**config.mk**
```make
export PLATFORM = sky130hd
export DESIGN_NAME = pdir_pack
export DESIGN_NICKNAME = d
export VERILOG_FILES = /design/src/pdir_pkg.sv /design/src/pdir_pack.sv
export VERILOG_INCLUDE_DIRS = /design/src /design/src/src
export SDC_FILE = /design/constraint.sdc
export NUM_CORES = 1
export LEC_CHECK = 0
export BUFFER_PORTS_ARGS = -buffer_cell sky130_fd_sc_hd__clkbuf_2
export CAP_MARGIN = 15
export CELL_PAD_IN_SITES_DETAIL_PLACEMENT = 1
export CELL_PAD_IN_SITES_GLOBAL_PLACEMENT = 1
export CORE_MARGIN = 2
export CORE_UTILIZATION = 41
export CTS_BUF_LIST = sky130_fd_sc_hd__clkbuf_16
export CTS_CLUSTER_DIAMETER = 50
export CTS_CLUSTER_SIZE = 12
export DETAILED_ROUTE_END_ITERATION = 10
export GPL_TIMING_DRIVEN = 1
export PLACE_DENSITY = 0.87
export SETUP_SLACK_MARGIN = 0.4
export SYNTH_ARGS = -nofsm -noshare
export SYNTH_HDL_FRONTEND = slang
export SYNTH_SLANG_ARGS = --single-unit
```
**constraint.sdc**
```tcl
create_clock -name clock -period 3.6 [get_ports clock]
set_input_delay 0.36 -clock clock [delete_from_list [all_inputs] [get_ports clock]]
set_output_delay 0.36 -clock clock [all_outputs]
set_load 0.01 [all_outputs]
```
**src/assert_macros.svh**
```systemverilog
// Assertion helpers shared by the divider and pack RTL files.
`ifndef ASSERT_MACROS_SVH
`define ASSERT_MACROS_SVH

`ifndef ASSERT_OFF

// Same-cycle implication.
`define ASSERT_IMPLIES(label, clk, rst, ante, cons, msg) \
   label: assert property (@(posedge clk) disable iff (rst) (ante) |-> (cons)) else $error(msg);

// Next-cycle implication.
`define ASSERT_NEXT(label, clk, rst, ante, cons, msg) \
   label: assert property (@(posedge clk) disable iff (rst) (ante) |=> (cons)) else $error(msg);

`else

`define ASSERT_IMPLIES(label, clk, rst, ante, cons, msg)
`define ASSERT_NEXT(label, clk, rst, ante, cons, msg)

`endif

`endif

```
**src/pdir_pkg.sv**
```systemverilog
package pdir_pkg;

   // width of coordinates and direction components
   localparam int COORD_W = 16;
   // default number of fraction bits
   localparam int COORD_FRAC_BITS_DEF = 15;
   // width of a squared coordinate magnitude
   localparam int SQ_W = 2 * COORD_W;
   // quotient bits kept: enough to round and to detect saturation
   localparam int QUOT_W = COORD_W + 2;

   // per-request side information carried along the pipeline
   typedef struct packed {
      logic face;
      logic neg_u;
      logic neg_v;
      logic in_disk;
   } pdir_side_type;

endpackage

```
**src/pdir_pack.sv**
```systemverilog
`include "assert_macros.svh"

module pdir_pack (
   input  logic                                clock,
   input  logic                                reset,
   input  logic                                in_valid,
   output logic                                in_ready,
   input  pdir_pkg::pdir_side_type             in_side,
   input  logic [pdir_pkg::QUOT_W-1:0]         in_qx,
   input  logic [pdir_pkg::QUOT_W-1:0]         in_qy,
   input  logic [pdir_pkg::QUOT_W-1:0]         in_qz,
   input  logic                                in_ovz,
   output logic                                out_valid,
   input  logic                                out_ready,
   output logic signed [pdir_pkg::COORD_W-1:0] out_dir_x,
   output logic signed [pdir_pkg::COORD_W-1:0] out_dir_y,
   output logic signed [pdir_pkg::COORD_W-1:0] out_dir_z,
   output logic                                out_valid_res
);
   import pdir_pkg::*;

   localparam logic [QUOT_W-1:0] POS_LIM = QUOT_W'((1 << (COORD_W - 1)) - 1);
   localparam logic [QUOT_W-1:0] NEG_LIM = QUOT_W'(1 << (COORD_W - 1));
   localparam logic [COORD_W-1:0] POS_SAT = {1'b0, {(COORD_W - 1){1'b1}}};
   localparam logic [COORD_W-1:0] NEG_SAT = {1'b1, {(COORD_W - 1){1'b0}}};

   // round half up, apply sign, saturate
   function automatic logic [COORD_W-1:0] to_comp(logic [QUOT_W-1:0] q, logic neg, logic ovf);
      logic [QUOT_W:0]   q_inc;
      logic [QUOT_W-1:0] mag;
      q_inc = {1'b0, q} + (QUOT_W + 1)'(1);
      mag   = q_inc[QUOT_W:1];
      if (ovf) begin
         return neg ? NEG_SAT : POS_SAT;
      end
      if (!neg) begin
         return (mag > POS_LIM) ? POS_SAT : mag[COORD_W-1:0];
      end
      return (mag > NEG_LIM) ? NEG_SAT : (~mag[COORD_W-1:0] + COORD_W'(1));
   endfunction

   logic               out_vld_ff;
   logic [COORD_W-1:0] dir_x_in, dir_y_in, dir_z_in;
   logic [COORD_W-1:0] dir_x_ff, dir_y_ff, dir_z_ff;
   logic               valid_res_ff;

   assign in_ready = !out_vld_ff || out_ready;

   // outside the disk every component is zero
   always_comb begin
      dir_x_in = '0;
      dir_y_in = '0;
      dir_z_in = '0;
      if (in_side.in_disk) begin
         dir_x_in = to_comp(in_qx, in_side.neg_u ^ in_side.face, 1'b0);
         dir_y_in = to_comp(in_qy, in_side.neg_v ^ in_side.face, 1'b0);
         dir_z_in = to_comp(in_qz, in_side.face, in_ovz);
      end
   end

   always_ff @(posedge clock) begin
      if (reset) begin
         out_vld_ff <= 1'b0;
      end else if (in_ready) begin
         out_vld_ff <= in_valid;
      end
   end

   always_ff @(posedge clock) begin
      if (in_ready) begin
         dir_x_ff     <= dir_x_in;
         dir_y_ff     <= dir_y_in;
         dir_z_ff     <= dir_z_in;
         valid_res_ff <= in_side.in_disk;
      end
   end

   assign out_valid     = out_vld_ff;
   assign out_dir_x     = dir_x_ff;
   assign out_dir_y     = dir_y_ff;
   assign out_dir_z     = dir_z_ff;
   assign out_valid_res = valid_res_ff;

   // a point outside the disk gives a zero direction
   `ASSERT_IMPLIES(a_pack_zero, clock, reset, out_valid && !out_valid_res, (out_dir_x == '0) && (out_dir_y == '0) && (out_dir_z == '0), "pack: nonzero direction outside disk")
   // front face points toward nonnegative z
   `ASSERT_NEXT(a_pack_front_z, clock, reset, in_valid && in_ready && in_side.in_disk && !in_side.face, !out_dir_z[COORD_W-1], "pack: front face z negative")
   // back face points toward nonpositive z
   `ASSERT_NEXT(a_pack_back_z, clock, reset, in_valid && in_ready && in_side.in_disk && in_side.face, out_dir_z[COORD_W-1] || (out_dir_z == '0), "pack: back face z positive")

endmodule

```
; ---- Word-level counts from Yosys, hierarchy flattened
; Index checks and enable logic that the tools add are counted.
[word_totals]
wordCells = 48
in_bits = 63
output_inout_bits = 51
ff_bits = 50
[classes]
n_addsub = 6
n_lt_le_gt_ge = 6
n_mux = 24
n_reduce_logical = 2
bitwise_logic = 5
[ops]
columns = operator, n
row1 = $mux W16, 15
row2 = $add A18 B1 Y19 const B, 3
row3 = $gt A18 B15 Y1 const B, 3
row4 = $gt A18 B16 Y1 const B, 3
row5 = $add A16 B1 Y16 const B, 3
row6 = $not A16 Y16, 3
row7 = $mux W1, 9
row8 = $xor A1 B1 Y1, 2
row9 = $logic_not A1 Y1, 1
row10 = $logic_or A1 B1 Y1, 1

; ---- Depth between registers and ports, before layout
[logic_depth]
ltp_word = 6
mapped_depth = 11

; ---- Worst setup path after synthesis
; Ideal clock, no wire load.
[synth_timing]
path_kind = input to register
startpoint = input in_qz[0] (netlist name)
endpoint = register dir_z_ff[6], in the netlist out_dir_z[6] (data pin)
setup_ps = 258
stages = 10
t_arrival_ps = 2568
slack_ps = 774
cell_sequence = ha_1 > nand3_1 > clkbuf_1 > nor4_1 > mux2_2 > nor3_1 > clkbuf_1 > a21oi_1 > a21oi_1 > nor2_1
[synth_between]
elab_chain_len = 6
elab_cells_between_ends = 10
cone_classes = add/sub: 2 / order compare: 2 / mux: 5 / bitwise: 1
[synth_lines]
columns = item, line
row1 = start: declaration, pdir_pack.sv:11  ; input logic [pdir_pkg::QUOT_W-1:0] in_qz,
row2 = $add A18 B1 Y19 *, pdir_pack.sv:31  ; q_inc = {1'b0, q} + (QUOT_W + 1)'(1);
row3 = $gt A18 B15 Y1 or $not A16 Y16 (tied branches), "pdir_pack.sv:37, pdir_pack.sv:39"
row4 = $mux W16 or $add A16 B1 Y16 (tied branches), "pdir_pack.sv:37, pdir_pack.sv:39"
row5 = $mux W16 (on tied branches), "pdir_pack.sv:36, pdir_pack.sv:39"
row6 = $mux W16 *, pdir_pack.sv:39  ; return (mag > NEG_LIM) ? NEG_SAT : (~mag[COORD_W-1:0] + COORD_W'(1));
row7 = $mux W16 *, pdir_pack.sv:36  ; if (!neg) begin
row8 = end signal: assignment, pdir_pack.sv:73  ; dir_z_ff <= dir_z_in;
row9 = end: declaration, pdir_pack.sv:44  ; logic [COORD_W-1:0] dir_x_ff, dir_y_ff, dir_z_ff;
; Every way passes the cells marked *; elsewhere a longest branch is shown, timed or not.
; A chain may end at the register's enable or synchronous reset.

; ---- Worst setup path after layout
[layout_timing]
startpoint = input in_qy[0] (netlist name)
endpoint = register dir_y_ff[15], in the netlist out_dir_y[15] (data pin)
[layout_between]
elab_chain_len = 5
elab_cells_between_ends = 9
cone_classes = add/sub: 2 / order compare: 2 / mux: 4 / bitwise: 1
[layout_lines]
columns = item, line
row1 = start: declaration, pdir_pack.sv:10  ; input logic [pdir_pkg::QUOT_W-1:0] in_qy,
row2 = $add A18 B1 Y19 *, pdir_pack.sv:31
row3 = $gt A18 B15 Y1 or $not A16 Y16 (tied branches), "pdir_pack.sv:37, pdir_pack.sv:39"
row4 = $mux W16 or $add A16 B1 Y16 (tied branches), "pdir_pack.sv:37, pdir_pack.sv:39"
row5 = $mux W16 (on tied branches), "pdir_pack.sv:36, pdir_pack.sv:39"
row6 = $mux W16 *, pdir_pack.sv:39
row7 = end signal: assignment, pdir_pack.sv:72  ; dir_y_ff <= dir_y_in;
row8 = end: declaration, pdir_pack.sv:44
; Every way passes the cells marked *; elsewhere a longest branch is shown, timed or not. The select of a mux whose other input is x is not followed.

==> results.json <==
{
  "htree_levels": 2,
  "hold_end": "out_valid",
  "cts-root-buf": "clkbuf_16",
  "hold_viol": 0,
  "final_nets": 754,
  "drt_iter0_drc": 246,
  "ff2ff_path_depth": 2,
  "power_mw": 1.70,
  "dp_hpwl_um": 12000,
  "synth_area_leaders": "edfxtp_1 29%, xnor2_1 7.2%, xor2_1 6.0%",
  "routed_wl_um": 15200,
  "fmax_ghz": 0.333,
  "grt_max_degree": 38,
  "hold_path.class": "in2reg",
  "grt_pass1_wl_um": 24000,
  "ant_nets": 0,
  "antenna_found_initial": 0,
  "vias": 4918,
  "rows": 40,
  "min_from": "reset",
  "crit_start": "in_qy[0]",
  "worstSetupStartpointType": "input pin",
  "synth_cells": 587,
  "fp.coreArea_mm2": 0.0120,
  "ys_seq_elements": 50,
  "ys_seq_area_frac": 0.298,
  "cap_violations": 0,
  "whs_path_depth": 2,
  "die_x_um": 114,
  "first_pass_iters": 4,
  "dpl_cell_area_mm2": 0.00567,
  "peakVddDrop_uv": 179,
  "cts_tree": "built",
  "crit_type": "in2reg",
  "yosys.area.top_type": "edfxtp_1",
  "cts_buffers": 5,
  "netlist.area_leader.share": 0.294,
  "final_max_slew_viol_count": 0,
  "critPathMaxFanout": 10,
  "numClockSinks": 50,
  "status": "complete, no violations",
  "portBuffers": 113,
  "synthesis.area_mm2": 0.00500,
  "ys_types": 74,
  "ys.warnings.count": 0,
  "cp.required_ns": 3.76,
  "chipHeight_um": 114,
  "worstSkewPairLatency_ns": 0.29,
  "hold_buffers": 0,
  "vias_per_cell": 5.93,
  "power_density_mw_per_mm2": 292,
  "final.setup.tns_ns": 0,
  "overflow": 0,
  "reg2reg_from": "out_valid",
  "post-cts-setup-buffer-count": 0,
  "postLayoutCellArea_mm2": 0.00583,
  "dp_slack_ns": 0.238,
  "place.gp.congestion": 0.914,
  "clkTransAtPathRegs_ns": 0.07,
  "start_util": 0.418,
  "dieArea_mm2": 0.0131,
  "rr_endpoint": "out_dir_x[14]",
  "drive_above_1_share": 0.243,
  "total_leakage_power_nw": 2.28,
  "skew_ns": 0.00162,
  "end_kind": "register",
  "rsz0062_at_grt": "no",
  "period_minus_slack_ns": 3.00,
  "setup_viol": 0,
  "drc": 0,
  "ios": 114,
  "utilization": 0.488,
  "grt_use_total": 0.227,
  "slew_headroom": 0.418,
  "rrSetupSlack_ns": 2.09,
  "synth_edf_count": 49,
  "synthFlopType": "edfxtp_1",
  "wl_per_cell_um": 18.3,
  "worst_slew_pin_slew_ns": 0.861,
  "fill_cells": 1469,
  "synthToLayoutAreaGrowth_pct": 16.6,
  "period_share": 0.834,
  "num_antenna_cells": 0,
  "synthesis.nets": 659,
  "ctsResizeCount": 0,
  "grt_pass1_vias": 4771,
  "synth-async-reset-ratio": 0,
  "clockBufferDepth": 2,
  "syn_area_per_cell_um2": 8.52,
  "worstPathArrival_ns": 3.16,
  "setup_ws_ns": 0.598
}
## critical path: stages
cell and delay (ns):
clkbuf_2 0.13, ha_1 0.36, and4_1 0.36, a21boi_0 0.15
nor4_1 0.41, nand4_1 0.33, nor4b_1 0.55, nor4bb_1 0.35
o311a_1 0.18
## routing by layer
layer  GRT usage  up-vias  part of all wire
met5           0        -                 0
met4      0.0724        0             0.023
met3      0.0259       25             0.033
met2       0.392      118              0.50
met1       0.295     2381              0.45
li1            -     2394                 -
## logic make-up (layout without fill, tap and decap cells)
kind of cell / after synthesis / after routing / synth area share
AOI/OAI and AO/OA: 129 / 129 / 0.195
xor gates and xnor gates: 75 / 75 / 0.131
adders and majority gates: 9 / 9 / 0.0225
buffers and inverters: 50 / 146 / 0.0433
DFF: 50 / 50 / 0.298
muxes: 17 / 17 / 0.0350
and+or+nand+nor: 257 / 257 / 0.275
## cells in the final DEF (no fill, tap or decap), types with 11 or more instances in the layout
| cell type | synthesis | final |
|---|---|---|
| nor4_1 | 11 | 11 |
| nand2_1 | 53 | 53 |
| mux2i_1 | 13 | 13 |
| edfxtp_1 | 49 | 49 |
| a21oi_1 | 28 | 28 |
| xnor2_1 | 41 | 41 |
| xor2_1 | 34 | 33 |
| nor3_1 | 35 | 34 |
| nor2_1 | 42 | 42 |
| o21ai_0 | 20 | 20 |
| nand3_1 | 34 | 33 |
| a211oi_1 | 15 | 15 |
| clkbuf_2 | 2 | 113 |
| nand4_1 | 17 | 17 |
| inv_1 | 15 | 15 |
## state kept, by name (all words and copies together) (netlist names)
signal and flops:
out_dir_x 16, out_valid 1, out_dir_y 16, out_valid_res 1
out_dir_z 16
## synth_stat cells, types with 6 or more instances
cell type / number
nand2_1: 53
edfxtp_1: 49
nor2_1: 42
xnor2_1: 41
nor3_1: 35
nand3_1: 34
xor2_1: 34
a21oi_1: 28
o21ai_0: 20
clkbuf_1: 18
nand4_1: 17
a211oi_1: 15
inv_1: 15
mux2i_1: 13
buf_2: 12
nor4_1: 11
and3_1: 10
ha_1: 9
nand2b_1: 9
a211oi_2: 7
and4_1: 7
o22ai_1: 6
## how the worst max path moves through the flow
stage                          endpoint  slack, ns
after CTS                  out_dir_z[5]       0.50
final                     out_dir_y[15]       0.60
after global placement     out_dir_x[6]       0.44
after floorplan            out_dir_z[6]       0.77
after detailed placement   out_dir_z[5]       0.24
after global routing       out_dir_y[7]       0.42
## area by class of cell
cell class                      instances  area (um^2)  area share
Timing Repair Buffer                  123          641       0.110
Sequential cell                        50         1490       0.256
Tap cell                              147          184      0.0315
Clock inverter                          3         16.3     0.00279
Multi-Input combinational cell        487         3320       0.569
Inverter                               15         56.3     0.00965
Clock buffer                            5          125      0.0215
## where the power goes
part	switching, mW	leakage (nW)	total, mW	internal [mW]
sequential	0.0210	0.556	0.730	0.709
clock	0.206	0.0689	0.460	0.254
combinational	0.329	1.65	0.515	0.186
total	0.556	2.28	1.70	1.15
## through the flow
step,hold WS (ns),std cells
2_1_floorplan,0.429,587
3_3_place_gp,0.514,821
3_5_place_dp,0.542,821
4_1_cts,0.233,829
5_1_grt,0.259,830
6_report,0.239,830
No activity file was read; power rests on OpenSTA's default activity.
