===== src/assert_macros.svh =====
// Assertion helpers shared by the divider and pack RTL files.
`ifndef ASSERT_MACROS_SVH
`define ASSERT_MACROS_SVH

`ifndef ASSERT_OFF

// Same-cycle implication.
`define ASSERT_IMPLIES(label, clk, rst, ante, cons, msg) \
   label: assert property (@(posedge clk) disable iff (rst) (ante) |-> (cons)) else $error(msg);

// Next-cycle implication.
`define ASSERT_NEXT(label, clk, rst, ante, cons, msg) \
   label: assert property (@(posedge clk) disable iff (rst) (ante) |=> (cons)) else $error(msg);

`else

`define ASSERT_IMPLIES(label, clk, rst, ante, cons, msg)
`define ASSERT_NEXT(label, clk, rst, ante, cons, msg)

`endif

`endif


===== src/pdir_pkg.sv =====
package pdir_pkg;

   // width of coordinates and direction components
   localparam int COORD_W = 16;
   // default number of fraction bits
   localparam int COORD_FRAC_BITS_DEF = 15;
   // width of a squared coordinate magnitude
   localparam int SQ_W = 2 * COORD_W;
   // quotient bits kept: enough to round and to detect saturation
   localparam int QUOT_W = COORD_W + 2;

   // per-request side information carried along the pipeline
   typedef struct packed {
      logic face;
      logic neg_u;
      logic neg_v;
      logic in_disk;
   } pdir_side_type;

endpackage


===== src/pdir_square.sv =====
module pdir_square #(
   parameter int FRAC_BITS = pdir_pkg::COORD_FRAC_BITS_DEF
) (
   input  logic                                clock,
   input  logic                                reset,
   input  logic                                in_valid,
   output logic                                in_ready,
   input  logic                                in_face,
   input  logic signed [pdir_pkg::COORD_W-1:0] in_u,
   input  logic signed [pdir_pkg::COORD_W-1:0] in_v,
   output logic                                out_valid,
   input  logic                                out_ready,
   output pdir_pkg::pdir_side_type             out_side,
   output logic [pdir_pkg::COORD_W-1:0]        out_au,
   output logic [pdir_pkg::COORD_W-1:0]        out_av,
   output logic [2*FRAC_BITS+1:0]              out_den,
   output logic [2*FRAC_BITS:0]                out_az
);
   import pdir_pkg::*;

   localparam int DEN_W = 2 * FRAC_BITS + 2;
   localparam int AZ_W  = 2 * FRAC_BITS + 1;
   localparam int ACC_W = (DEN_W > SQ_W + 1) ? DEN_W : SQ_W + 1;
   localparam logic [ACC_W-1:0] ONE_SQ = ACC_W'(1) << (2 * FRAC_BITS);

   logic s1_vld_ff, s2_vld_ff, s3_vld_ff;
   logic rdy1, rdy2, rdy3;

   logic [COORD_W-1:0] u_bits, v_bits;
   logic [COORD_W-1:0] s1_au_in, s1_av_in;
   logic [COORD_W-1:0] s1_au_ff, s1_av_ff, s2_au_ff, s2_av_ff, s3_au_ff, s3_av_ff;
   pdir_side_type      s1_side_in, s1_side_ff, s2_side_ff, s3_side_in, s3_side_ff;
   logic [SQ_W-1:0]    s2_squ_in, s2_sqv_in, s2_squ_ff, s2_sqv_ff;
   logic [SQ_W-1:0]    r2;
   logic [ACC_W-1:0]   r2_ext;
   logic [DEN_W-1:0]   s3_den_in, s3_den_ff;
   logic [AZ_W-1:0]    s3_az_in, s3_az_ff;

   // bubble-collapsing ready chain
   assign rdy3     = !s3_vld_ff || out_ready;
   assign rdy2     = !s2_vld_ff || rdy3;
   assign rdy1     = !s1_vld_ff || rdy2;
   assign in_ready = rdy1;

   // stage 1: magnitudes and signs
   assign u_bits   = in_u;
   assign v_bits   = in_v;
   assign s1_au_in = u_bits[COORD_W-1] ? (~u_bits + COORD_W'(1)) : u_bits;
   assign s1_av_in = v_bits[COORD_W-1] ? (~v_bits + COORD_W'(1)) : v_bits;

   always_comb begin
      s1_side_in.face    = in_face;
      s1_side_in.neg_u   = u_bits[COORD_W-1];
      s1_side_in.neg_v   = v_bits[COORD_W-1];
      s1_side_in.in_disk = 1'b0;
   end

   // stage 2: squares
   assign s2_squ_in = SQ_W'(s1_au_ff) * SQ_W'(s1_au_ff);
   assign s2_sqv_in = SQ_W'(s1_av_ff) * SQ_W'(s1_av_ff);

   // stage 3: radius squared, disk test, denominator and z numerator
   assign r2        = s2_squ_ff + s2_sqv_ff;
   assign r2_ext    = ACC_W'(r2);
   assign s3_den_in = DEN_W'(ONE_SQ + r2_ext);
   assign s3_az_in  = AZ_W'(ONE_SQ - r2_ext);

   always_comb begin
      s3_side_in         = s2_side_ff;
      s3_side_in.in_disk = (r2_ext <= ONE_SQ);
   end

   always_ff @(posedge clock) begin
      if (reset) begin
         s1_vld_ff <= 1'b0;
         s2_vld_ff <= 1'b0;
         s3_vld_ff <= 1'b0;
      end else begin
         if (rdy1) s1_vld_ff <= in_valid;
         if (rdy2) s2_vld_ff <= s1_vld_ff;
         if (rdy3) s3_vld_ff <= s2_vld_ff;
      end
   end

   always_ff @(posedge clock) begin
      if (rdy1) begin
         s1_au_ff   <= s1_au_in;
         s1_av_ff   <= s1_av_in;
         s1_side_ff <= s1_side_in;
      end
      if (rdy2) begin
         s2_au_ff   <= s1_au_ff;
         s2_av_ff   <= s1_av_ff;
         s2_squ_ff  <= s2_squ_in;
         s2_sqv_ff  <= s2_sqv_in;
         s2_side_ff <= s1_side_ff;
      end
      if (rdy3) begin
         s3_au_ff   <= s2_au_ff;
         s3_av_ff   <= s2_av_ff;
         s3_den_ff  <= s3_den_in;
         s3_az_ff   <= s3_az_in;
         s3_side_ff <= s3_side_in;
      end
   end

   assign out_valid = s3_vld_ff;
   assign out_side  = s3_side_ff;
   assign out_au    = s3_au_ff;
   assign out_av    = s3_av_ff;
   assign out_den   = s3_den_ff;
   assign out_az    = s3_az_ff;

endmodule


===== config.mk =====
export PLATFORM = sky130hd
export DESIGN_NAME = pdir_square
export DESIGN_NICKNAME = d
export VERILOG_FILES = /design/src/assert_macros.svh /design/src/pdir_pkg.sv /design/src/pdir_square.sv
export SDC_FILE = /design/constraint.sdc
export NUM_CORES = 1
export LEC_CHECK = 0
export BUFFER_PORTS_ARGS = -buffer_cell sky130_fd_sc_hd__buf_2
export CAP_MARGIN = 40
export CORE_MARGIN = 2
export CORE_UTILIZATION = 65
export CTS_BUF_LIST = sky130_fd_sc_hd__clkbuf_4
export DETAILED_ROUTE_END_ITERATION = 6
export GPL_TIMING_DRIVEN = 0
export PLACE_DENSITY = 0.84
export SYNTH_ARGS = -nofsm -noshare
export SYNTH_HDL_FRONTEND = slang
export SYNTH_SLANG_ARGS = --single-unit

===== constraint.sdc =====
create_clock -name clock -period 7.15 [get_ports clock]
set_clock_uncertainty 0.05 [all_clocks]
set_input_delay 0.715 -clock clock [delete_from_list [all_inputs] [get_ports clock]]
set_output_delay 0.715 -clock clock [all_outputs]
set_load 0.1 [all_outputs]

After elaboration in Yosys (flattened, before gate mapping)
Cells that the tools add are included.
{"block": "totals", "wordCells": 43, "latchBits": 0, "output_inout_bits": 101, "inputBits": 37, "n_memories": 0, "reg_bits": 236, "rom_bits": 0, "mem_bits_rw": 0}
{"block": "op_classes", "n_mux": 2, "n_eq_ne": 0, "n_lt_le_gt_ge": 1, "reduce_logical": 6, "n_addsub": 5, "n_shift": 0, "n_bitwise": 2, "n_mul": 2, "div_mod_pow": 0}
{"operator": "$mul 16x16->32", "count": 2}
{"operator": "$add 16x1->16 const B", "count": 2}
{"operator": "$add 31x32->32 const A", "count": 1}
{"operator": "$add 32x32->32", "count": 1}
{"operator": "$le 32x31->1 const B", "count": 1}
{"operator": "$not 16->16", "count": 2}
{"operator": "$sub 31x31->31 const A", "count": 1}
{"operator": "$mux 15", "count": 2}
{"operator": "$logic_not 1->1", "count": 3}
{"operator": "$logic_or 1x1->1", "count": 3}

Depth between registers and ports, before layout
Gate-level depths: netlist (run 1).
{"block": "logic_depth", "word_depth": 4, "depth_mapped": 27}

Least setup slack after synthesis (run 1)
No wires, ideal clock.
{"block": "synth_timing", "path_kind": "reg-to-reg", "from": "register s1_av_ff[8]", "to": "register s2_sqv_ff[28], data pin", "arrival_time_ns": 6.216, "setup_slack_ns": 0.626, "setup_time_ns": 0.258, "stages_incl_launch_ff": 27, "n_path_buf": 1, "path_cell_list": "edfxtp_1 > clkbuf_1 > nand2_1 > inv_1 > fa_1 > inv_1 > fa_1 > inv_1 > fa_1 > inv_1 > fa_1 > inv_1 > fa_1 > inv_1 > fa_1 > inv_1 > ha_1 > o21a_1 > o21ai_0 > a21oi_1 > o21ai_0 > a41oi_1 > o41a_1 > a221o_1 > a211o_1 > a21oi_1 > xnor2_1"}
{"block": "synth_between", "elab_chain_cells": 1}
{"element": "from (decl)", "line": "pdir_square.sv:31", "text": "logic [COORD_W-1:0] s1_au_ff, s1_av_ff, s2_au_ff, s2_av_ff, s3_au_ff, s3_av_ff;"}
{"element": "from (signal assigned)", "line": "pdir_square.sv:88", "text": "s1_av_ff <= s1_av_in;"}
{"element": "$mul 16x16->32", "line": "pdir_square.sv:60", "text": "assign s2_sqv_in = SQ_W'(s1_av_ff) * SQ_W'(s1_av_ff);"}
{"element": "net s2_sqv_in[28]", "line": "pdir_square.sv:33", "text": "logic [SQ_W-1:0] s2_squ_in, s2_sqv_in, s2_squ_ff, s2_sqv_ff;"}
{"element": "to (signal assigned)", "line": "pdir_square.sv:95", "text": "s2_sqv_ff <= s2_sqv_in;"}
{"element": "to (decl)", "line": "pdir_square.sv:33"}
The timed path passes the listed nets, and every way through them passes these cells.
A chain may end at the register's enable or synchronous reset.

Final worst setup path (run 1)
{"block": "layout_timing", "from": "register s1_av_ff[1]", "to": "register s2_sqv_ff[28], data pin"}
The elaborated chain is that of the path after synthesis.

==> results.yml, run 1 <==
clock_network:
  clockRootBuffer: "clkbuf_4"
  cts-buffers-inserted: 59
  clockBufferDepth: 3
  clk_pin_slew_ns: 0.06
  clk_latency_ns: 0.80
  clock-sinks: 231
  cts_tree: "built"
  cts-htree-levels: 2
logic_synthesis:
  synth_top_area_share_pct: 28.4
  ys_warn_count: 0
  ys_top_cells_by_area: "edfxtp_1, fa_1, ha_1, inv_1, xnor2_1"
  ys_seq_area_share_pct: 28.7
  syn_nets: 2876
  synth_area_leader_cell: "edfxtp_1"
  ys_types: 83
  synth-edff-count: 228
  ys.flop_type: "edfxtp_1"
  ys_ff_latch: 231
  syn-instance-count: 2279
  async_flop_share_pct: 0
  avgSynthCellArea_um2: 10.6
  syn_area_um2: 24100
cells_and_area:
  layout_common_cells: "inv_1, fa_1, ha_1"
  layout-drive-gt1-share_pct: 14.1
  syn_to_final_growth_pct: 10.4
  finish.utilization_pct: 72.9
  final_common_cell: "inv_1"
  layout.nets: 3119
  fillers: 2574
sta:
  timing.final.ws_setup_ns: 0.212
  tightest_slew_ns: 0.831
  setup_tns_ns: 0
  fmax_mhz: 144
  slew_headroom_pct: 44.2
  fin_crit_sh_pct: 97.0
  slew_viol_final: 0
  setup_viol: 0
  finalCriticalPeriod_ns: 6.94
  hold_violations: 0
worst_setup_path:
  cp_max_fo: 10
  arrival_ns: 7.42
  cp-end-kind: "register"
  critPathKind: "reg -> reg"
  crit_required_ns: 7.63
  worstSetupStartpointType: "register"
  reg2reg_depth: 25
global_route:
  grt_overflow_total: 0
  antenna_found_initial: 1
  grt_max_degree: 66
  grt_pass1_vias: 18006
  grt.total_usage_pct: 29.1
  grt_pass1_wl_mm: 87.3
place:
  dp_hpwl_mm: 43.0
  dp_slack_ns: -0.468
  io_buffers: 137
  gp_congestion: 0.920
detailed_routing:
  routed_via_density: 5.56
  vias: 16818
  first_pass_iters: 6
  drt-initial-drc-count: 1008
  ant_nets: 0
  wire_per_inst_um: 17.7
  route.detailed.drc: 0
  finalWirelength_mm: 53.6
min_path:
  hold_depth: 2
  hold_path.class: "in -> reg"
flow_run:
  drv_cap: 0
floorplan:
  std_cell_rows: 70
  io_pins: 138
  die_width_um: 197
  die_y_um: 197
  core_um2: 36500
  start_util_pct: 66.0
  die_area_um2: 38600
outcome:
  outcome: "completed"
==> routing by layer <==
metal / vias up / global-route usage [%] / wire, µm
li1: 7773 / - / -
met1: 8360 / 37.4 / 21400
met2: 575 / 50.6 / 26800
met3: 108 / 5.44 / 4100
met4: 2 / 8.70 / 1330
met5: - / 0 / 9
==> path summary, 6_finish.rpt <==
| path | to | slack [ns] | start |
|---|---|---|---|
| worst max-delay path | s2_sqv_ff[28]$_DFFE_PP_ | 0.21 | s1_av_ff[1]$_DFFE_PP_ |
| worst min-delay path | s2_vld_ff$_SDFFE_PP0P_ | 0.07 | reset |
| worst max register to register | s2_sqv_ff[28]$_DFFE_PP_ | 0.21 | s1_av_ff[1]$_DFFE_PP_ |
| worst min register to register | out_au[4]$_DFFE_PP_ | 0.37 | s2_au_ff[4]$_DFFE_PP_ |
==> stage by stage <==
stage	hold WS (ns)	area [µm²]	instances
floorplan	0.350	24100	2279
global placement	0.351	25400	2884
detailed placement	0.355	25500	2887
CTS	0.000107	26200	2981
global route	0.0430	26600	3022
finish	0.0729	26600	3023
==> registers in the layout, summed over array words and instances, names as in the netlist, 4 cells and up <==
register   cells
out_az        30
s2_sqv_ff     30
out_den       32
s1_av_ff      16
s2_av_ff      16
out_au        16
out_av        16
s2_au_ff      16
out_side       4
s1_au_ff      16
s2_squ_ff     30
==> layout make-up <==
class	instances	area, µm²	area share (%)
clock inverters	9	61.3	0.230
multi-input cells	1464	15000	56.4
flip-flops and latches	231	6910	26.0
diodes	1	2.50	0.00940
plain buffers	49	288	1.08
well taps	468	586	2.20
clock buffers	84	631	2.37
inverters	529	1990	7.48
repair buffers	188	1130	4.25
==> kinds of logic after synthesis <==
kind of cell | synth area share, %
multiplexers | 0.140
AO/OA/AOI/OAI | 6.91
XOR/XNOR | 5.56
AND/OR/NAND/NOR | 10.3
flip-flops | 28.7
buffers and inverters | 9.25
adder cells (fa/ha/maj) | 39.2
==> Yosys cell counts (4+ instances only) <==
library cell and n:
a211o_1 4, clkbuf_1 46, o21ai_1 9, o21bai_1 10, nor2_1 78, or2_2 4, inv_1 529, and2_1 90
o21ai_0 42, ha_1 236, nand3_1 16, edfxtp_1 228, nand2_1 202, or3_1 14, o211ai_1 5, a21o_1 22
nor4_1 5, o21a_1 14, nand2b_1 17, and3_1 7, xor2_1 45, nor3_1 23, nand4_1 11, a21oi_1 66
a31o_2 6, a211oi_1 6, xnor2_1 106, fa_1 324, nor2b_1 16, o31ai_1 10, a31oi_1 7
==> worst max-delay path, cell delays in order, from the launching register on <==
cell and delay [ns]:
edfxtp_1 0.49, buf_6 0.20, and2_1 0.17, fa_1 0.49
inv_1 0.06, fa_1 0.52, inv_1 0.05, fa_1 0.50
inv_1 0.06, fa_1 0.53, inv_1 0.05, fa_1 0.48
inv_1 0.05, fa_1 0.47, inv_1 0.05, ha_1 0.33
o21a_1 0.20, o21ai_1 0.17, a21oi_1 0.10, o21ai_0 0.17
a41oi_1 0.11, o41a_1 0.46, a221o_1 0.38, a211o_1 0.28
a21oi_1 0.18, xnor2_1 0.08
==> timing repair <==
action	in CTS	in global routing
buffers inserted	4	43
resized for setup	25	48
pin swaps	0	6
setup endpoints to repair	15	13
endpoints found under the hold margin	1	0
hold buffers	1	0
Power of run 1 is left out: the tool's default activity adds up to more than one toggle a clock period on the data nets, which glitch-free logic cannot reach.
==> run 2: changes to the inputs <==
- CORE_MARGIN: 2 -> 8
- CORE_UTILIZATION: 65 -> 70
- PLACE_DENSITY: 0.84 -> 0.9
- clock period: 7.15 -> 8.12 ns (I/O delays scaled with it)
==> results.yml, run 2 (synthesized netlist as in run 1, its figures left out) <==
outcome:
  outcome: "completed"
detailed_routing:
  vias: 16930
  wire_per_inst_um: 18.6
  drt-initial-drc-count: 1272
  routed_via_density: 5.67
  route.detailed.drc: 0
  finalWirelength_mm: 55.6
  first_pass_iters: 5
  ant_nets: 0
floorplan:
  core_um2: 34200
  std_cell_rows: 68
  io_pins: 138
  die_y_um: 202
  die_area_um2: 40600
  start_util_pct: 70.5
  die_width_um: 202
clock_network:
  cts-buffers-inserted: 60
  cts_tree: "built"
  clock-sinks: 231
  clk_pin_slew_ns: 0.07
  cts-htree-levels: 2
  clk_latency_ns: 0.80
  clockRootBuffer: "clkbuf_4"
  clockBufferDepth: 3
cells_and_area:
  layout_common_cells: "inv_1, fa_1, ha_1"
  syn_to_final_growth_pct: 8.85
  final_common_cell: "inv_1"
  fillers: 2237
  layout.nets: 3078
  layout-drive-gt1-share_pct: 11.3
  largest_reg_flops: 32
  fin_area_um2: 26200
global_route:
  grt_pass1_wl_mm: 91.4
  grt_pass1_vias: 18301
  use_met2_pct: 47.4
  grt_overflow_total: 0
  gr-usage-met3_pct: 7.61
  antenna_found_initial: 4
  busiest_layer: "met2"
  grt_max_degree: 71
  use_met1_pct: 35.2
  grt.total_usage_pct: 28.2
sta:
  setup_tns_ns: 0
  finalCriticalPeriod_ns: 7.66
  fin_crit_sh_pct: 94.4
  slew_headroom_pct: 43.2
  hold-worst-slack_ns: 0.167
  grt_setup_unrepaired: "no"
  setup_viol: 0
  hold_violations: 0
  fmax_mhz: 130
  slew_viol_final: 0
  tightest_slew_ns: 0.846
worst_setup_path:
  path_cells: "clkbuf_1 -> clkbuf_1 -> nand2_1 -> fa_1 -> inv_1 -> fa_1 -> ha_1 -> fa_1 -> fa_1 -> fa_1 -> ha_1 -> or3_1 -> a21oi_1 -> o21ai_1 -> a221oi_2 -> a22oi_1 -> a31oi_1 -> o21ai_1 -> a211o_1 -> a21oi_1 -> xnor2_1"
  arrival_ns: 8.14
  cp_max_fo: 10
  reg2reg_depth: 21
  worstSetupStartpointType: "register"
  rr_endpoint: "s2_squ_ff[31]$_DFFE_PP_"
  cp-end-kind: "register"
  cp-startpoint: "s1_au_ff[4]$_DFFE_PP_"
  reg2reg_slack_ns: 0.46
  cpMostUsedCell: "fa_1"
  cpMaxStageDelayCell: "fa_1"
  crit_required_ns: 8.60
  r2r_start: "s1_au_ff[4]$_DFFE_PP_"
  critPathKind: "reg -> reg"
  slowest_delay_ns: 0.59
place:
  dp_hpwl_mm: 44.5
  gp_congestion: 0.954
  post_dp_cell_area_um2: 25400
  io_buffers: 137
min_path:
  worstHoldStart: "in_face"
  hold_path.class: "in -> reg"
  hold_end: "s1_side_ff[3]$_DFFE_PP_"
  hold_depth: 1
flow_run:
  drv_cap: 0
run 2: cell count changes in the layout (fill, tap and decap cells not counted), moves of 3 or more:
cell,previous run,this run
buf_4,52,3
o21ai_2,4,1
clkinv_1,6,14
clkbuf_1,11,44
clkbuf_2,19,2
run 2: how the worst max path moves through the flow:
stage / slack, ns / end
2_1_floorplan: 1.60 / s2_sqv_ff[28]$_DFFE_PP_
3_3_place_gp: 0.70 / s2_sqv_ff[31]$_DFFE_PP_
3_5_place_dp: 0.47 / s2_sqv_ff[29]$_DFFE_PP_
4_1_cts: 0.44 / s2_sqv_ff[29]$_DFFE_PP_
5_1_grt: 0.08 / s2_squ_ff[31]$_DFFE_PP_
6_report: 0.46 / s2_squ_ff[31]$_DFFE_PP_
run 2: layer usage:
| metal | up-vias | wire, µm | share of wire, % |
|---|---|---|---|
| met1 | 8341 | 21500 | 39 |
| met3 | 163 | 5090 | 9.1 |
| li1 | 7712 | - | - |
| met5 | - | 45 | 0.081 |
| met4 | 6 | 1680 | 3.0 |
| met2 | 708 | 27300 | 49 |
run 2: final cells by class:
class	instances	area, µm²	area share [%]
inverter	529	1990	7.59
buffer	55	246	0.940
sequential	231	6910	26.3
antenna	2	5.00	0.0191
clock inverter	18	97.6	0.372
multi-input combinational	1464	15000	57.0
tap	455	569	2.17
clock buffer	91	683	2.60
timing repair buffer	140	768	2.93
run 2: critical path, delay by kind of cell, from the launching register on:
family | cells | cell delay, ns
XOR/XNOR | 1 | 0.08
AND/OR/NAND/NOR | 2 | 0.61
buffers and inverters | 3 | 1.07
flip-flops | 1 | 0.49
adder cells (fa/ha/maj) | 7 | 3.08
AO/OA/AOI/OAI | 8 | 2.02
run 2: per-stage QoR:
step | utilization, % | cells | worst slack [ns]
global placement | 74.1 | 2871 | 0.699
floorplan | - | 2279 | 1.60
detailed placement | 74.4 | 2874 | 0.475
global route | 76.7 | 2984 | 0.0816
CTS | 76.7 | 2983 | 0.435
finish | 76.7 | 2985 | 0.455
run 2: what timing repair did:
action,in CTS,in global routing
setup endpoints to repair,0,2
hold buffers,0,0
gates resized for setup,0,4
buffers inserted,0,0
Power of run 2 is left out for the same reason.
==> run 3: changes to the inputs <==
- ABC_AREA: not set -> 1
==> results.yml, run 3 <==
outcome:
  outcome: "completed"
sta:
  finalCriticalPeriod_ns: 7.10
  fin_crit_sh_pct: 87.4
  hold_violations: 0
  setup_tns_ns: 0
  setup_viol: 0
  grt_setup_unrepaired: "no"
  fmax_mhz: 141
  hold-worst-slack_ns: 0.139
  tightest_slew_ns: 0.847
  slew_headroom_pct: 43.4
  slew_viol_final: 0
floorplan:
  io_pins: 138
  die_area_um2: 42900
  die_y_um: 207
  core_um2: 36300
  std_cell_rows: 70
  die_width_um: 207
  start_util_pct: 70.5
worst_setup_path:
  cp-end-kind: "register"
  path_buf_inv: 6
  path_cells: "clkbuf_1 -> clkbuf_1 -> nand2_1 -> fa_1 -> inv_1 -> fa_1 -> fa_1 -> fa_1 -> fa_1 -> inv_1 -> fa_1 -> inv_1 -> ha_1 -> a21oi_1 -> o21ai_0 -> inv_1 -> o21ai_0 -> o21bai_1 -> a21oi_1 -> or2_2 -> nand3_1 -> nand2_1"
  cp_max_fo: 10
  reg2reg_depth: 22
  r2r_start: "s1_au_ff[4]$_DFFE_PP_"
  critPathKind: "reg -> reg"
  cp-startpoint: "s1_au_ff[4]$_DFFE_PP_"
  worstSetupStartpointType: "register"
  path_delay_family: "adder cells"
  cpMaxStageDelayCell: "clkbuf_1"
  cp_num_cells: 22
  cpMostUsedCell: "fa_1"
  slowest_delay_ns: 0.60
  crit_required_ns: 8.62
  arrival_ns: 7.60
detailed_routing:
  drt-initial-drc-count: 1440
  wl_met2_mm: 29.2
  wire_per_inst_um: 17.0
  routed_via_density: 5.43
  ant_nets: 0
  met3WireLength_mm: 5.52
  finalWirelength_mm: 60.9
  met1_length_mm: 23.8
  top_layer: "met5"
  route.detailed.drc: 0
  first_pass_iters: 5
  vias: 19491
cells_and_area:
  layout_common_cells: "inv_1, nand2_1, fa_1"
  layout.nets: 3674
  syn_to_final_growth_pct: 8.49
  layout-drive-gt1-share_pct: 9.70
  largest_reg_flops: 32
  final_common_cell: "inv_1"
clock_network:
  cts_setup_buffers: 0
  clock-sinks: 231
  cts-htree-levels: 2
  cts_tree: "built"
  clockBufferDepth: 3
  hold_buffers: 0
  clk_latency_ns: 0.83
  clockRootBuffer: "clkbuf_4"
  clk_pin_slew_ns: 0.06
  cts-buffers-inserted: 61
  post_cts_resized: 0
logic_synthesis:
  synth-edff-count: 228
  syn_nets: 3471
  ys_seq_area_share_pct: 27.0
  syn_area_um2: 25500
  ys.flop_type: "edfxtp_1"
  ys_top_cells_by_area: "edfxtp_1, fa_1, inv_1, ha_1, nand2_1"
  synth_area_leader_cell: "edfxtp_1"
  synth_most_common_cell: "inv_1"
  ys_types: 40
  ys_warn_count: 0
  ys_ff_latch: 231
  synth_top_area_share_pct: 26.8
  synth.top_cells.by_count: "inv_1, nand2_1, fa_1"
  syn-instance-count: 2874
  async_flop_share_pct: 0
  avgSynthCellArea_um2: 8.89
global_route:
  grt_pass1_wl_mm: 101
  antenna_found_initial: 2
  grt_max_degree: 74
  grt.total_usage_pct: 29.2
  grt_overflow_total: 0
  grt_pass1_vias: 21076
place:
  dp_hpwl_mm: 49.6
  io_buffers: 137
  gp_congestion: 0.940
flow_run:
  drv_cap: 0
min_path:
  hold_depth: 2
  hold_path.class: "in -> reg"
  worstHoldStart: "reset"
## run 3: cell count changes after synthesis, sizes merged, moves of 57 or more
cell	previous run	this run
and2	90	6
nand3	16	76
inv	529	802
xnor2	107	34
nor2	80	137
nand2	202	650
## run 3: logic make-up (layout without fill, tap and decap cells)
group / count (synthesis) / count (layout) / share of synthesized area [%]
flip-flops: 231 / 231 / 27.0
AND/OR/NAND/NOR: 927 / 927 / 15.3
XOR/XNOR: 123 / 123 / 4.22
buffers and inverters: 864 / 1113 / 12.7
AO/OA/AOI/OAI: 169 / 169 / 3.78
other: 0 / 1 / 0
adder cells (fa/ha/maj): 560 / 560 / 36.9
## run 3: worst paths after layout
path                             endpoint  slack [ns]
setup reg to reg  s2_squ_ff[29]$_DFFE_PP_        1.02
setup / recovery  s2_squ_ff[29]$_DFFE_PP_        1.02
hold reg to reg       out_au[2]$_DFFE_PP_        0.34
hold / removal     s1_vld_ff$_SDFFE_PP0P_        0.14
## run 3: layer usage
| metal | global-route usage (%) | vias to the layer above |
|---|---|---|
| li1 | - | 9098 |
| met1 | 35.1 | 9290 |
| met2 | 50.1 | 892 |
| met3 | 6.79 | 209 |
| met4 | 12.1 | 2 |
| met5 | 0 | - |
## run 3: area by class of cell
| class | instances | area, µm² |
|---|---|---|
| Clock buffer | 78 | 586 |
| Fill cell | 2474 | 8540 |
| Multi-Input combinational cell | 1779 | 15400 |
| Timing Repair Buffer | 140 | 768 |
| Sequential cell | 231 | 6910 |
| Tap cell | 468 | 586 |
| Antenna cell | 1 | 2.50 |
| Inverter | 802 | 3010 |
| Clock inverter | 31 | 216 |
| Buffer | 62 | 236 |
## run 3: metrics by stage
stage	instance area, µm²	util (%)	instances	worst slack, ns
5_1_grt	27700	76.4	3592	0.571
3_5_place_dp	26900	74.2	3482	1.11
2_1_floorplan	25500	-	2874	2.30
6_report	27700	76.4	3592	1.02
3_3_place_gp	26800	74.0	3479	0.964
4_1_cts	27700	76.4	3591	1.08
Power of run 3 is left out for the same reason.
